===== src/sv/dif_pkg.sv =====
// shared types, codes and helper functions for the dual indicator flash colour block
// no dependencies; imported by every module of the block
package dif_pkg;

    // field widths
    localparam int NOW_W      = 32;
    localparam int PERIOD_W   = 16;
    localparam int LEVEL_W    = 8;
    localparam int CFG_IDX_W  = 3;
    localparam int CFG_DATA_W = 16;

    // register indexes on the configuration port
    localparam logic [CFG_IDX_W-1:0] REG_FAULT_MODE = 3'd0;
    localparam logic [CFG_IDX_W-1:0] REG_READY_MODE = 3'd1;
    localparam logic [CFG_IDX_W-1:0] REG_FAST_PER   = 3'd2;
    localparam logic [CFG_IDX_W-1:0] REG_SLOW_PER   = 3'd3;
    localparam logic [CFG_IDX_W-1:0] REG_BRIGHT     = 3'd4;

    // reset values of the registers
    localparam logic [PERIOD_W-1:0] FAST_PER_RST = 16'd200;
    localparam logic [PERIOD_W-1:0] SLOW_PER_RST = 16'd1000;
    localparam logic [LEVEL_W-1:0]  BRIGHT_RST   = 8'd255;

    // colour levels before brightness scaling
    localparam logic [LEVEL_W-1:0] FULL_SCALE = 8'd255;
    localparam logic [LEVEL_W-1:0] AMBER_R    = 8'd255;
    localparam logic [LEVEL_W-1:0] AMBER_G    = 8'd80;

    // indicator modes; bit 2 marks flashing, bit 1 selects slow among flashing modes
    typedef enum logic [2:0] {
        MODE_OFF         = 3'd0,
        MODE_SOLID_RED   = 3'd1,
        MODE_SOLID_GREEN = 3'd2,
        MODE_SOLID_AMBER = 3'd3,
        MODE_FAST_RED    = 3'd4,
        MODE_FAST_GREEN  = 3'd5,
        MODE_SLOW_RED    = 3'd6,
        MODE_SLOW_GREEN  = 3'd7
    } mode_t;

    // current register contents
    typedef struct packed {
        mode_t                fault_mode;
        mode_t                ready_mode;
        logic [PERIOD_W-1:0]  fast_period;
        logic [PERIOD_W-1:0]  slow_period;
        logic [LEVEL_W-1:0]   brightness;
    } cfg_t;

    // flash state clear requests on a mode change
    typedef struct packed {
        logic fault;
        logic ready;
    } clear_t;

    // unscaled red and green of one colour
    typedef struct packed {
        logic [LEVEL_W-1:0] red;
        logic [LEVEL_W-1:0] green;
    } rg_t;

    // colour that a lit indicator shows in a given mode
    function automatic rg_t mode_colour(input mode_t mode);
        rg_t c;
        c.red   = '0;
        c.green = '0;
        case (mode)
            MODE_SOLID_RED, MODE_FAST_RED, MODE_SLOW_RED:
            begin
                c.red = FULL_SCALE;
            end
            MODE_SOLID_GREEN, MODE_FAST_GREEN, MODE_SLOW_GREEN:
            begin
                c.green = FULL_SCALE;
            end
            MODE_SOLID_AMBER:
            begin
                c.red   = AMBER_R;
                c.green = AMBER_G;
            end
            default:
            begin
                c.red   = '0;
                c.green = '0;
            end
        endcase
        return c;
    endfunction

    // level * bright / 255 truncated; exact reciprocal form for 16-bit products
    function automatic logic [LEVEL_W-1:0] scale_level(input logic [LEVEL_W-1:0] level,
                                                       input logic [LEVEL_W-1:0] bright);
        logic [15:0] prod;
        logic [16:0] sum;
        prod = 16'(level) * 16'(bright);
        sum  = {1'b0, prod} + 17'(prod[15:8]) + 17'd1;
        return sum[15:8];
    endfunction

endpackage


===== src/sv/dif_cfg_regs.sv =====
// configuration register file with mode change detection
// depends on dif_pkg
module dif_cfg_regs (
    input  logic                           clk,
    input  logic                           rst_n,
    input  logic                           cfg_valid,
    input  logic [dif_pkg::CFG_IDX_W-1:0]  cfg_index,
    input  logic [dif_pkg::CFG_DATA_W-1:0] cfg_data,
    output logic                           cfg_ready,
    output dif_pkg::cfg_t                  cfg,
    output dif_pkg::clear_t                clr
);
    import dif_pkg::*;

    cfg_t  cfg_reg;
    cfg_t  cfg_next;
    mode_t wr_mode;

    assign cfg_ready = 1'b1;
    assign wr_mode   = mode_t'(cfg_data[2:0]);
    assign cfg       = cfg_reg;

    // decode a write transfer
    always_comb
    begin
        cfg_next  = cfg_reg;
        clr.fault = 1'b0;
        clr.ready = 1'b0;
        if (cfg_valid)
        begin
            case (cfg_index)
                REG_FAULT_MODE:
                begin
                    if (wr_mode != cfg_reg.fault_mode)
                    begin
                        cfg_next.fault_mode = wr_mode;
                        clr.fault           = 1'b1;
                    end
                end
                REG_READY_MODE:
                begin
                    if (wr_mode != cfg_reg.ready_mode)
                    begin
                        cfg_next.ready_mode = wr_mode;
                        clr.ready           = 1'b1;
                    end
                end
                REG_FAST_PER: cfg_next.fast_period = cfg_data[PERIOD_W-1:0];
                REG_SLOW_PER: cfg_next.slow_period = cfg_data[PERIOD_W-1:0];
                REG_BRIGHT:   cfg_next.brightness  = cfg_data[LEVEL_W-1:0];
                default:      cfg_next = cfg_reg;
            endcase
        end
    end

    // register storage
    always_ff @(posedge clk or negedge rst_n)
    begin
        if (!rst_n)
        begin
            cfg_reg.fault_mode  <= MODE_OFF;
            cfg_reg.ready_mode  <= MODE_OFF;
            cfg_reg.fast_period <= FAST_PER_RST;
            cfg_reg.slow_period <= SLOW_PER_RST;
            cfg_reg.brightness  <= BRIGHT_RST;
        end
        else
        begin
            cfg_reg <= cfg_next;
        end
    end

endmodule


===== src/sv/dif_indicator.sv =====
// flash state of one indicator: flash bit, last toggle time and lit decision
// depends on dif_pkg
module dif_indicator (
    input  logic                         clk,
    input  logic                         rst_n,
    input  dif_pkg::mode_t               mode,
    input  logic [dif_pkg::PERIOD_W-1:0] fast_period,
    input  logic [dif_pkg::PERIOD_W-1:0] slow_period,
    input  logic [dif_pkg::NOW_W-1:0]    now,
    input  logic                         advance,
    input  logic                         clear,
    output logic                         lit
);
    import dif_pkg::*;

    logic                  flash_reg;
    logic                  flash_next;
    logic [NOW_W-1:0]      when_reg;
    logic [NOW_W-1:0]      when_next;
    logic [PERIOD_W-2:0]   half;
    logic [NOW_W-1:0]      elapsed;
    logic                  flashing;
    logic                  hit;

    // half period of the selected rate and wrapping elapsed time
    assign flashing = mode[2];
    assign half     = mode[1] ? slow_period[PERIOD_W-1:1] : fast_period[PERIOD_W-1:1];
    assign elapsed  = now - when_reg;
    assign hit      = elapsed >= NOW_W'(half);

    // lit flag for the item in flight
    always_comb
    begin
        if (mode == MODE_OFF)
            lit = 1'b0;
        else if (!flashing)
            lit = 1'b1;
        else
            lit = hit ? ~flash_reg : flash_reg;
    end

    // state update on a mode change or a toggle
    always_comb
    begin
        flash_next = flash_reg;
        when_next  = when_reg;
        if (clear)
        begin
            flash_next = 1'b0;
            when_next  = '0;
        end
        else if (advance && flashing && hit)
        begin
            flash_next = ~flash_reg;
            when_next  = now;
        end
    end

    always_ff @(posedge clk or negedge rst_n)
    begin
        if (!rst_n)
        begin
            flash_reg <= 1'b0;
            when_reg  <= '0;
        end
        else
        begin
            flash_reg <= flash_next;
            when_reg  <= when_next;
        end
    end

endmodule


===== src/sv/dif_colour.sv =====
// colour mixing with fault priority and brightness scaling
// depends on dif_pkg
module dif_colour (
    input  logic                        fault_on,
    input  logic                        ready_on,
    input  dif_pkg::mode_t              fault_mode,
    input  dif_pkg::mode_t              ready_mode,
    input  logic [dif_pkg::LEVEL_W-1:0] brightness,
    output logic [dif_pkg::LEVEL_W-1:0] red,
    output logic [dif_pkg::LEVEL_W-1:0] green,
    output logic [dif_pkg::LEVEL_W-1:0] blue
);
    import dif_pkg::*;

    rg_t mix;

    // both lit gives amber, otherwise the lit one with fault first
    always_comb
    begin
        if (fault_on && ready_on)
        begin
            mix.red   = AMBER_R;
            mix.green = AMBER_G;
        end
        else if (fault_on)
            mix = mode_colour(fault_mode);
        else if (ready_on)
            mix = mode_colour(ready_mode);
        else
        begin
            mix.red   = '0;
            mix.green = '0;
        end
    end

    // brightness scaling
    assign red   = scale_level(mix.red, brightness);
    assign green = scale_level(mix.green, brightness);
    assign blue  = '0;

endmodule


===== src/sv/dual_indicator_flash_colour_core.sv =====
// Dual indicator flash colour controller, top level.
// Depends on dif_pkg, dif_cfg_regs, dif_indicator and dif_colour.
//
// Usage:
//   Input channel (in_valid, in_stall, now_ms) carries one millisecond
//   timestamp per tick. Output channel (out_valid, out_stall, fault_on,
//   ready_on, red_level, green_level, blue_level) returns one result per tick.
//   A transfer happens on a rising edge with valid high and stall low.
//   The configuration channel (cfg_valid, cfg_ready, cfg_index, cfg_data)
//   writes the mode, period and brightness registers; cfg_ready is always
//   high. Write it only while no tick is in flight.
// Timing:
//   An input transfer lands the timestamp in an input register; the flash
//   compare, toggle and colour mix then go into the result register once
//   it is free. One tick per clock is sustained while out_stall stays low;
//   the flash state update closes in the second stage as each tick advances.
// Reset:
//   rst_n clears the valid flags of both pipeline stages, the flash bits
//   and toggle times, and loads the register defaults (modes off, periods
//   200 and 1000, full brightness).
// Stall:
//   A stalled result holds in the output register; one more tick is taken
//   into the input register, after which in_stall rises until the result moves.
module dual_indicator_flash_colour_core (
    input  logic                           clk,
    input  logic                           rst_n,
    input  logic                           in_valid,
    output logic                           in_stall,
    input  logic [dif_pkg::NOW_W-1:0]      now_ms,
    output logic                           out_valid,
    input  logic                           out_stall,
    output logic                           fault_on,
    output logic                           ready_on,
    output logic [dif_pkg::LEVEL_W-1:0]    red_level,
    output logic [dif_pkg::LEVEL_W-1:0]    green_level,
    output logic [dif_pkg::LEVEL_W-1:0]    blue_level,
    input  logic                           cfg_valid,
    output logic                           cfg_ready,
    input  logic [dif_pkg::CFG_IDX_W-1:0]  cfg_index,
    input  logic [dif_pkg::CFG_DATA_W-1:0] cfg_data
);
    import dif_pkg::*;

    cfg_t               cfg;
    clear_t             clr;
    logic               s1_valid_reg;
    logic               s1_valid_next;
    logic [NOW_W-1:0]   s1_now_reg;
    logic               out_valid_reg;
    logic               out_valid_next;
    logic               fault_on_reg;
    logic               ready_on_reg;
    logic [LEVEL_W-1:0] red_reg;
    logic [LEVEL_W-1:0] green_reg;
    logic [LEVEL_W-1:0] blue_reg;
    logic               in_xfer;
    logic               advance;
    logic               f_lit;
    logic               r_lit;
    logic [LEVEL_W-1:0] red_mix;
    logic [LEVEL_W-1:0] green_mix;
    logic [LEVEL_W-1:0] blue_mix;

    // register file
    dif_cfg_regs u_cfg (
        .clk       (clk),
        .rst_n     (rst_n),
        .cfg_valid (cfg_valid),
        .cfg_index (cfg_index),
        .cfg_data  (cfg_data),
        .cfg_ready (cfg_ready),
        .cfg       (cfg),
        .clr       (clr)
    );

    // pipeline handshake
    assign advance        = s1_valid_reg && (!out_valid_reg || !out_stall);
    assign in_stall       = s1_valid_reg && !advance;
    assign in_xfer        = in_valid && !in_stall;
    assign s1_valid_next  = in_xfer || (s1_valid_reg && !advance);
    assign out_valid_next = advance || (out_valid_reg && out_stall);

    // indicator state
    dif_indicator u_fault (
        .clk         (clk),
        .rst_n       (rst_n),
        .mode        (cfg.fault_mode),
        .fast_period (cfg.fast_period),
        .slow_period (cfg.slow_period),
        .now         (s1_now_reg),
        .advance     (advance),
        .clear       (clr.fault),
        .lit         (f_lit)
    );

    dif_indicator u_ready (
        .clk         (clk),
        .rst_n       (rst_n),
        .mode        (cfg.ready_mode),
        .fast_period (cfg.fast_period),
        .slow_period (cfg.slow_period),
        .now         (s1_now_reg),
        .advance     (advance),
        .clear       (clr.ready),
        .lit         (r_lit)
    );

    // colour mix
    dif_colour u_colour (
        .fault_on   (f_lit),
        .ready_on   (r_lit),
        .fault_mode (cfg.fault_mode),
        .ready_mode (cfg.ready_mode),
        .brightness (cfg.brightness),
        .red        (red_mix),
        .green      (green_mix),
        .blue       (blue_mix)
    );

    // control state
    always_ff @(posedge clk or negedge rst_n)
    begin
        if (!rst_n)
        begin
            s1_valid_reg  <= 1'b0;
            out_valid_reg <= 1'b0;
        end
        else
        begin
            s1_valid_reg  <= s1_valid_next;
            out_valid_reg <= out_valid_next;
        end
    end

    // input and result payload registers
    always_ff @(posedge clk)
    begin
        if (in_xfer)
            s1_now_reg <= now_ms;
        if (advance)
        begin
            fault_on_reg <= f_lit;
            ready_on_reg <= r_lit;
            red_reg      <= red_mix;
            green_reg    <= green_mix;
            blue_reg     <= blue_mix;
        end
    end

    assign out_valid   = out_valid_reg;
    assign fault_on    = fault_on_reg;
    assign ready_on    = ready_on_reg;
    assign red_level   = red_reg;
    assign green_level = green_reg;
    assign blue_level  = blue_reg;

endmodule


===== config.mk =====
export PLATFORM = sky130hd
export DESIGN_NAME = dual_indicator_flash_colour_core
export DESIGN_NICKNAME = d
export VERILOG_FILES = /design/src/sv/dif_pkg.sv /design/src/sv/dif_cfg_regs.sv /design/src/sv/dif_indicator.sv /design/src/sv/dif_colour.sv /design/src/sv/dual_indicator_flash_colour_core.sv
export SDC_FILE = /design/constraint.sdc
export NUM_CORES = 1
export LEC_CHECK = 0
export BUFFER_PORTS_ARGS = -buffer_cell sky130_fd_sc_hd__buf_2
export CORE_MARGIN = 2
export CORE_UTILIZATION = 45
export DETAILED_ROUTE_END_ITERATION = 10
export PLACE_DENSITY = 0.72
export SKIP_LAST_GASP = 1
export SLEW_MARGIN = 20
export SYNTH_ARGS = -nofsm -noshare
export SYNTH_HDL_FRONTEND = slang
export SYNTH_SLANG_ARGS = --single-unit

===== constraint.sdc =====
create_clock -name clk -period 18.1 [get_ports clk]
set_input_delay 0.905 -clock clk [delete_from_list [all_inputs] [get_ports clk]]
set_output_delay 0.905 -clock clk [all_outputs]
set_load 0.1 [all_outputs]

# Word-level counts from Yosys, hierarchy flattened
# Index checks and enable logic that the tools add are counted.
[word_totals]
ff_bits = 164
in_bits = 56
output_inout_bits = 29
elab_cells = 106
[op_classes]
addsub = 6
n_mul = 2
n_lt_le_gt_ge = 2
eq_ne = 20
muxes = 28
bitwise = 2
n_reduce_logical = 30
[ops]
columns = ["cell", "count"]
rows = [
  ["$mux W32", 4],
  ["$ge A32 B15 Y1", 2],
  ["$sub A32 B32 Y32", 2],
  ["$mux W16", 3],
  ["$add A16 B1 Y16 const B", 2],
  ["$add A16 B8 Y16", 2],
  ["$mul A8 B8 Y16", 2],
  ["$pmux W8 S2", 2],
  ["$mux W15", 2],
  ["$eq A3 B3 Y1 const B", 9],
  ["$eq A3 B2 Y1 const B", 6],
  ["$mux W8", 2],
  ["$mux W1", 14],
  ["$eq A3 B1 Y1 const B", 3],
  ["$logic_and A1 B1 Y1", 9],
  ["$logic_not A3 Y1", 3],
  ["$reduce_or A4 Y1", 2],
  ["$ne A3 B3 Y1", 2],
  ["$reduce_and A2 Y1", 3],
  ["$reduce_and A3 Y1", 2],
  ["$reduce_or A3 Y1", 2],
  ["$logic_not A1 Y1", 4],
  ["$reduce_bool A2 Y1", 2],
  ["$logic_or A1 B1 Y1", 3],
  ["2 further kinds", 3],
]

# Depth between registers and ports, before layout
[logic_depth]
depth_word = 11
depth_mapped = 52
depth_no_buf = 51

# Modules after synthesis
# A second synthesis with hierarchy kept.
[unflattened]
hier_cells = 1745
hier_area_um2 = 16532.1
[by_module_without_submodules]
columns = ["module", "n_inst", "cells_per_inst", "area_per_inst_um2", "seq_area_each_um2"]
rows = [
  ["dif_indicator (u_ready)", 1, 548, 4295.4, 825.8],
  ["dif_indicator (u_fault)", 1, 515, 4285.4, 825.8],
  ["dif_colour", 1, 505, 4214.0, 0.0],
  ["dif_cfg_regs", 1, 111, 1903.1, 1172.4],
  ["dual_indicator_flash_colour_core", 1, 66, 1834.3, 1791.7],
]

# Worst setup path after synthesis
# Ideal clock, no wire load.
[synth_timing]
path_kind = "reg2reg"
startpoint = "reg s1_now_reg[0]"
endpoint = "reg red_reg[7], in the netlist red_level[7] (data pin)"
t_arrival_ns = 10.449
path_slack_ns = 7.388
path_stages_with_launch = 47
n_path_buf = 1
path_cell_list = "edfxtp_1 inv_1 ha_1 inv_1 fa_1 a21o_1 a221o_1 nand3_1 nand2_1 a21oi_1 o21bai_1 xor2_1 ha_1 o21ai_0 nor2_1 nor4_1 a221oi_1 or4_4 (+11 left out) inv_1 fa_1 inv_1 fa_1 inv_1 ha_1 a21oi_1 o21bai_1 a41oi_1 nor2b_1 xnor2_1 ha_1 a2111oi_0 a2111oi_0 a31o_2 a41o_1 o2111ai_2 xnor2_1"
[synth_via]
elab_chain_cells = 11
[synth_rtl]
columns = ["item", "line_no", "rtl"]
rows = [
  ["from (decl)", "dual_indicator_flash_colour_core.sv:48", "logic [NOW_W-1:0] s1_now_reg;"],
  ["from (signal assigned)", "dual_indicator_flash_colour_core.sv:139", "s1_now_reg <= now_ms;"],
  ["$sub A32 B32 Y32", "dif_indicator.sv:28", "assign elapsed = now - when_reg;"],
  ["$ge A32 B15 Y1", "dif_indicator.sv:29", "assign hit = elapsed >= NOW_W'(half);"],
  ["$mux W1", "dif_indicator.sv:39", "lit = hit ? ~flash_reg : flash_reg;"],
  ["$mux W1", "dif_indicator.sv:36", "else if (!flashing)"],
  ["$mux W1", "dif_indicator.sv:34", "if (mode == MODE_OFF)"],
  ["$mux W16", "dif_colour.sv:27", "else if (ready_on)"],
  ["$mux W16", "dif_colour.sv:25", "else if (fault_on)"],
  ["$mux W16 (*)", "dif_colour.sv:20", "if (fault_on && ready_on)"],
  ["$mul A8 B8 Y16 (*)", "dif_pkg.sv:95", "prod = 16'(level) * 16'(bright);"],
  ["$add A16 B8 Y16 (*)", "dif_pkg.sv:96", "sum = {1'b0, prod} + 17'(prod[15:8]) + 17'd1;"],
  ["$add A16 B1 Y16 (*)", "dif_pkg.sv:96", ""],
  ["named net red_mix[7]", "dual_indicator_flash_colour_core.sv:60", "logic [LEVEL_W-1:0] red_mix;"],
  ["to (signal assigned)", "dual_indicator_flash_colour_core.sv:144", "red_reg <= red_mix;"],
  ["to (decl)", "dual_indicator_flash_colour_core.sv:53", "logic [LEVEL_W-1:0] red_reg;"],
]
# The timed path passes the listed nets; every way through them passes the cells marked *.
# A chain may end at the register's enable or synchronous reset.

# Worst setup path after layout
[layout_timing]
startpoint = "reg s1_now_reg[0]"
endpoint = "reg green_reg[6], in the netlist green_level[6] (data pin)"
[layout_rtl]
columns = ["item", "line_no", "rtl"]
rows = [
  ["$sub A32 B32 Y32 (*)", "dif_indicator.sv:28", ""],
  ["$ge A32 B15 Y1 (*)", "dif_indicator.sv:29", ""],
  ["$mux W1 (*)", "dif_indicator.sv:39", ""],
  ["$mux W1 (*)", "dif_indicator.sv:36", ""],
  ["$mux W1 (*)", "dif_indicator.sv:34", ""],
  ["named net f_lit", "dual_indicator_flash_colour_core.sv:58", "logic f_lit;"],
  ["$mux W16 or $logic_and A1 B1 Y1 (tied branches)", "dif_colour.sv:25, dif_colour.sv:20", ""],
  ["$mux W16 (*)", "dif_colour.sv:20", ""],
  ["$mul A8 B8 Y16 (*)", "dif_pkg.sv:95", ""],
  ["$add A16 B8 Y16 (*)", "dif_pkg.sv:96", ""],
  ["$add A16 B1 Y16 (*)", "dif_pkg.sv:96", ""],
  ["named net green_mix[6]", "dual_indicator_flash_colour_core.sv:61", "logic [LEVEL_W-1:0] green_mix;"],
  ["to (signal assigned)", "dual_indicator_flash_colour_core.sv:145", "green_reg <= green_mix;"],
  ["to (decl)", "dual_indicator_flash_colour_core.sv:54", "logic [LEVEL_W-1:0] green_reg;"],
]
# Marked as above.

==> reports/summary.txt <==
Clock-pin slew on the worst setup and hold paths -> 70 ps
Total routed wirelength -> 37.0 mm
CTS Sinks -> 162
Cts repair resizes -> 0
Drt initial violations -> 858
Core Region -> 33,600 um^2
Die X -> 189 um
Crit start category -> flop
CP Data Arrival Time -> 12,310 ps
Min-delay worst type -> in -> async
Placement Cell Area -> 16,100 um^2
Actual slew at the worst max-slew pin -> 1110 ps
Unique masters post-synth -> 85
Main synth FF type -> dfrtp_1
Synthesized area per cell -> 9.21 um^2
Post-synth ARST share -> 0.691
Root Buffer -> clkbuf_16
Final instance area -> 16,700 um^2
Area contributors post-synth -> dfrtp_1 (15%), ha_1 (15%), edfxtp_1 (9.8%), fa_1 (6.5%), mux2i_1 (6.2%)
Rel. slew slack -> 0.261
Fillers -> 3,144
Post-route DRC violation count -> 0
Vias in the first global route -> 12,100
GRT Util Overall -> 0.215
Clock tree from TritonCTS -> done
Worst setup margin -> 5970 ps
Worst path slowest cell -> a31oi_1
CP most frequent cell -> inv_1
Die area -> 35,600 um^2
Average wire per standard cell -> 17.0 um
Worst Clk Skew -> 12.5 ps
Reg2reg setup slack -> 5970 ps
Final hold violation count -> 0
Post-synth EDFFs -> 50
Cell Rows -> 67
Kind of end point of the critical path -> flop
Top cells by count, synth -> inv_1 (199), ha_1 (182), nor2_1 (137)
GPL Wtd Cong -> 0.937
Area share of the largest cell type after synthesis -> 0.155
Synth Register Bits -> 162
Fraction of layout cells with a size suffix above 1 -> 0.120
Pre-antenna DRT Iters -> 5
Min Tclk post-route -> 12,130 ps
Largest register FFs -> 44
Max-capacitance violation count -> 0
Die span in y -> 189 um
Mapped cell area -> 15,400 um^2
CP Class -> reg -> reg
Slew Viols, Final -> 0
Register area share after synthesis -> 0.281
Reg2reg start -> s1_now_reg[0]
Final Cycle Share -> 0.670
Layout net count -> 1,998
Reg2reg path depth -> 48
Total CTS buffers -> 17
Remaining global-route overflow -> 0
Hold-fix buffers, CTS -> 0
Post-DP HPWL -> 29.4 mm
IO buf count -> 75
IO Pins -> 85
CP required -> 18,290 ps
Setup_tns -> 0 ps
Final antenna-violating net count -> 0
Most frequent cell after synthesis -> inv_1
DR vias -> 12,200
Crit path max fanout -> 11
Largest net degree at the start of global routing -> 72
Endpoints failing setup -> 0
Syn Inst Count -> 1,668
CTS max path bufs -> 2
Initial Utilization -> 0.457
First-pass GRT wire length -> 61.2 mm
F_max -> 82.5 MHz
Post-CTS Setup Repair Bufs -> 0
Initial antenna violation count -> 1
RSZ-0062 raised after global routing -> no
Drt via density -> 5.63
Status -> finished, final reports clean
Yosys warns -> 0
Dpl ws -> 6000 ps
Cell taking the most area after synthesis -> dfrtp_1
Clk Latency, worst-skew pair -> 450 ps
RR Endpoint -> green_level[6]
Syn-to-layout area delta -> 8.52%
Max H-tree Level -> 4
Critical path's largest stage delay -> 780 ps
[cell type report]
type	count	area [um^2]	area share
sequential	162	4330	0.259
antenna	1	2.50	0.000150
clock inverter	14	101	0.00608
inverter	200	751	0.0450
clock buffer	18	450	0.0270
multi-input combinational	1246	10000	0.601
timing repair buffer	83	458	0.0275
tap	448	561	0.0336
[logic make-up after synthesis]
logic type | Yosys count | share of synthesized area
DFF | 162 | 0.281
AOI/OAI and AO/OA | 357 | 0.153
xor gates and xnor gates | 95 | 0.0561
muxes | 144 | 0.0978
adders and majority gates | 233 | 0.214
and+or+nand+nor | 408 | 0.128
buffers and inverters | 267 | 0.0692
other | 2 | 0.000489
[through the flow]
step	util	cells	hold WS [ps]
2_1_floorplan	-	1675	449
3_3_place_gp	0.479	2138	456
3_5_place_dp	0.480	2139	472
4_1_cts	0.496	2171	461
5_1_grt	0.496	2171	480
6_report	0.496	2172	452
[per-layer routing]
layer / track usage / share of wire / up-vias
li1: - / - / 5936
met4: 0.0640 / 0.020 / 0
met5: 0 / 0 / -
met2: 0.369 / 0.48 / 319
met1: 0.279 / 0.45 / 5928
met3: 0.0317 / 0.047 / 47
[worst max-delay path, delay by kind of cell (launching register included)]
| family | cells | cell delay, ps |
|---|---|---|
| buf+inv | 7 | 500 |
| flops | 1 | 390 |
| xor+xnor | 2 | 470 |
| mux | 1 | 150 |
| fa+ha+maj | 10 | 4100 |
| compound gates | 19 | 3870 |
| simple gates | 9 | 2380 |
[how the worst max path moves through the flow]
stage | endpoint | startpoint | depth (start not counted) | slack [ps]
after global routing | green_level[6] | s1_now_reg[0] | 48 | 5280
final | green_level[6] | s1_now_reg[0] | 48 | 5970
after floorplan | red_level[7] | s1_now_reg[0] | 46 | 7390
after CTS | green_level[6] | s1_now_reg[0] | 48 | 5970
after detailed placement | green_level[6] | s1_now_reg[0] | 48 | 6000
after global placement | green_level[6] | s1_now_reg[0] | 48 | 6250
[cells in the final DEF (no fill, tap or decap), types with 21 or more instances in the layout]
cell type    n
o21ai_0     50
xnor2_1     50
nand4_1     26
nand2b_1    21
and2_1      21
dfrtp_1     95
xor2_1      43
a21oi_1    121
inv_1      199
nand2_1    105
mux2_2      49
a21o_1      23
buf_2       74
ha_1       182
mux2i_1     95
fa_1        50
nor2_1     136
nand3_1     22
edfxtp_1    50
Power is left out: the tool's default activity adds up to more than one toggle a clock period on the data nets, which glitch-free logic cannot reach.
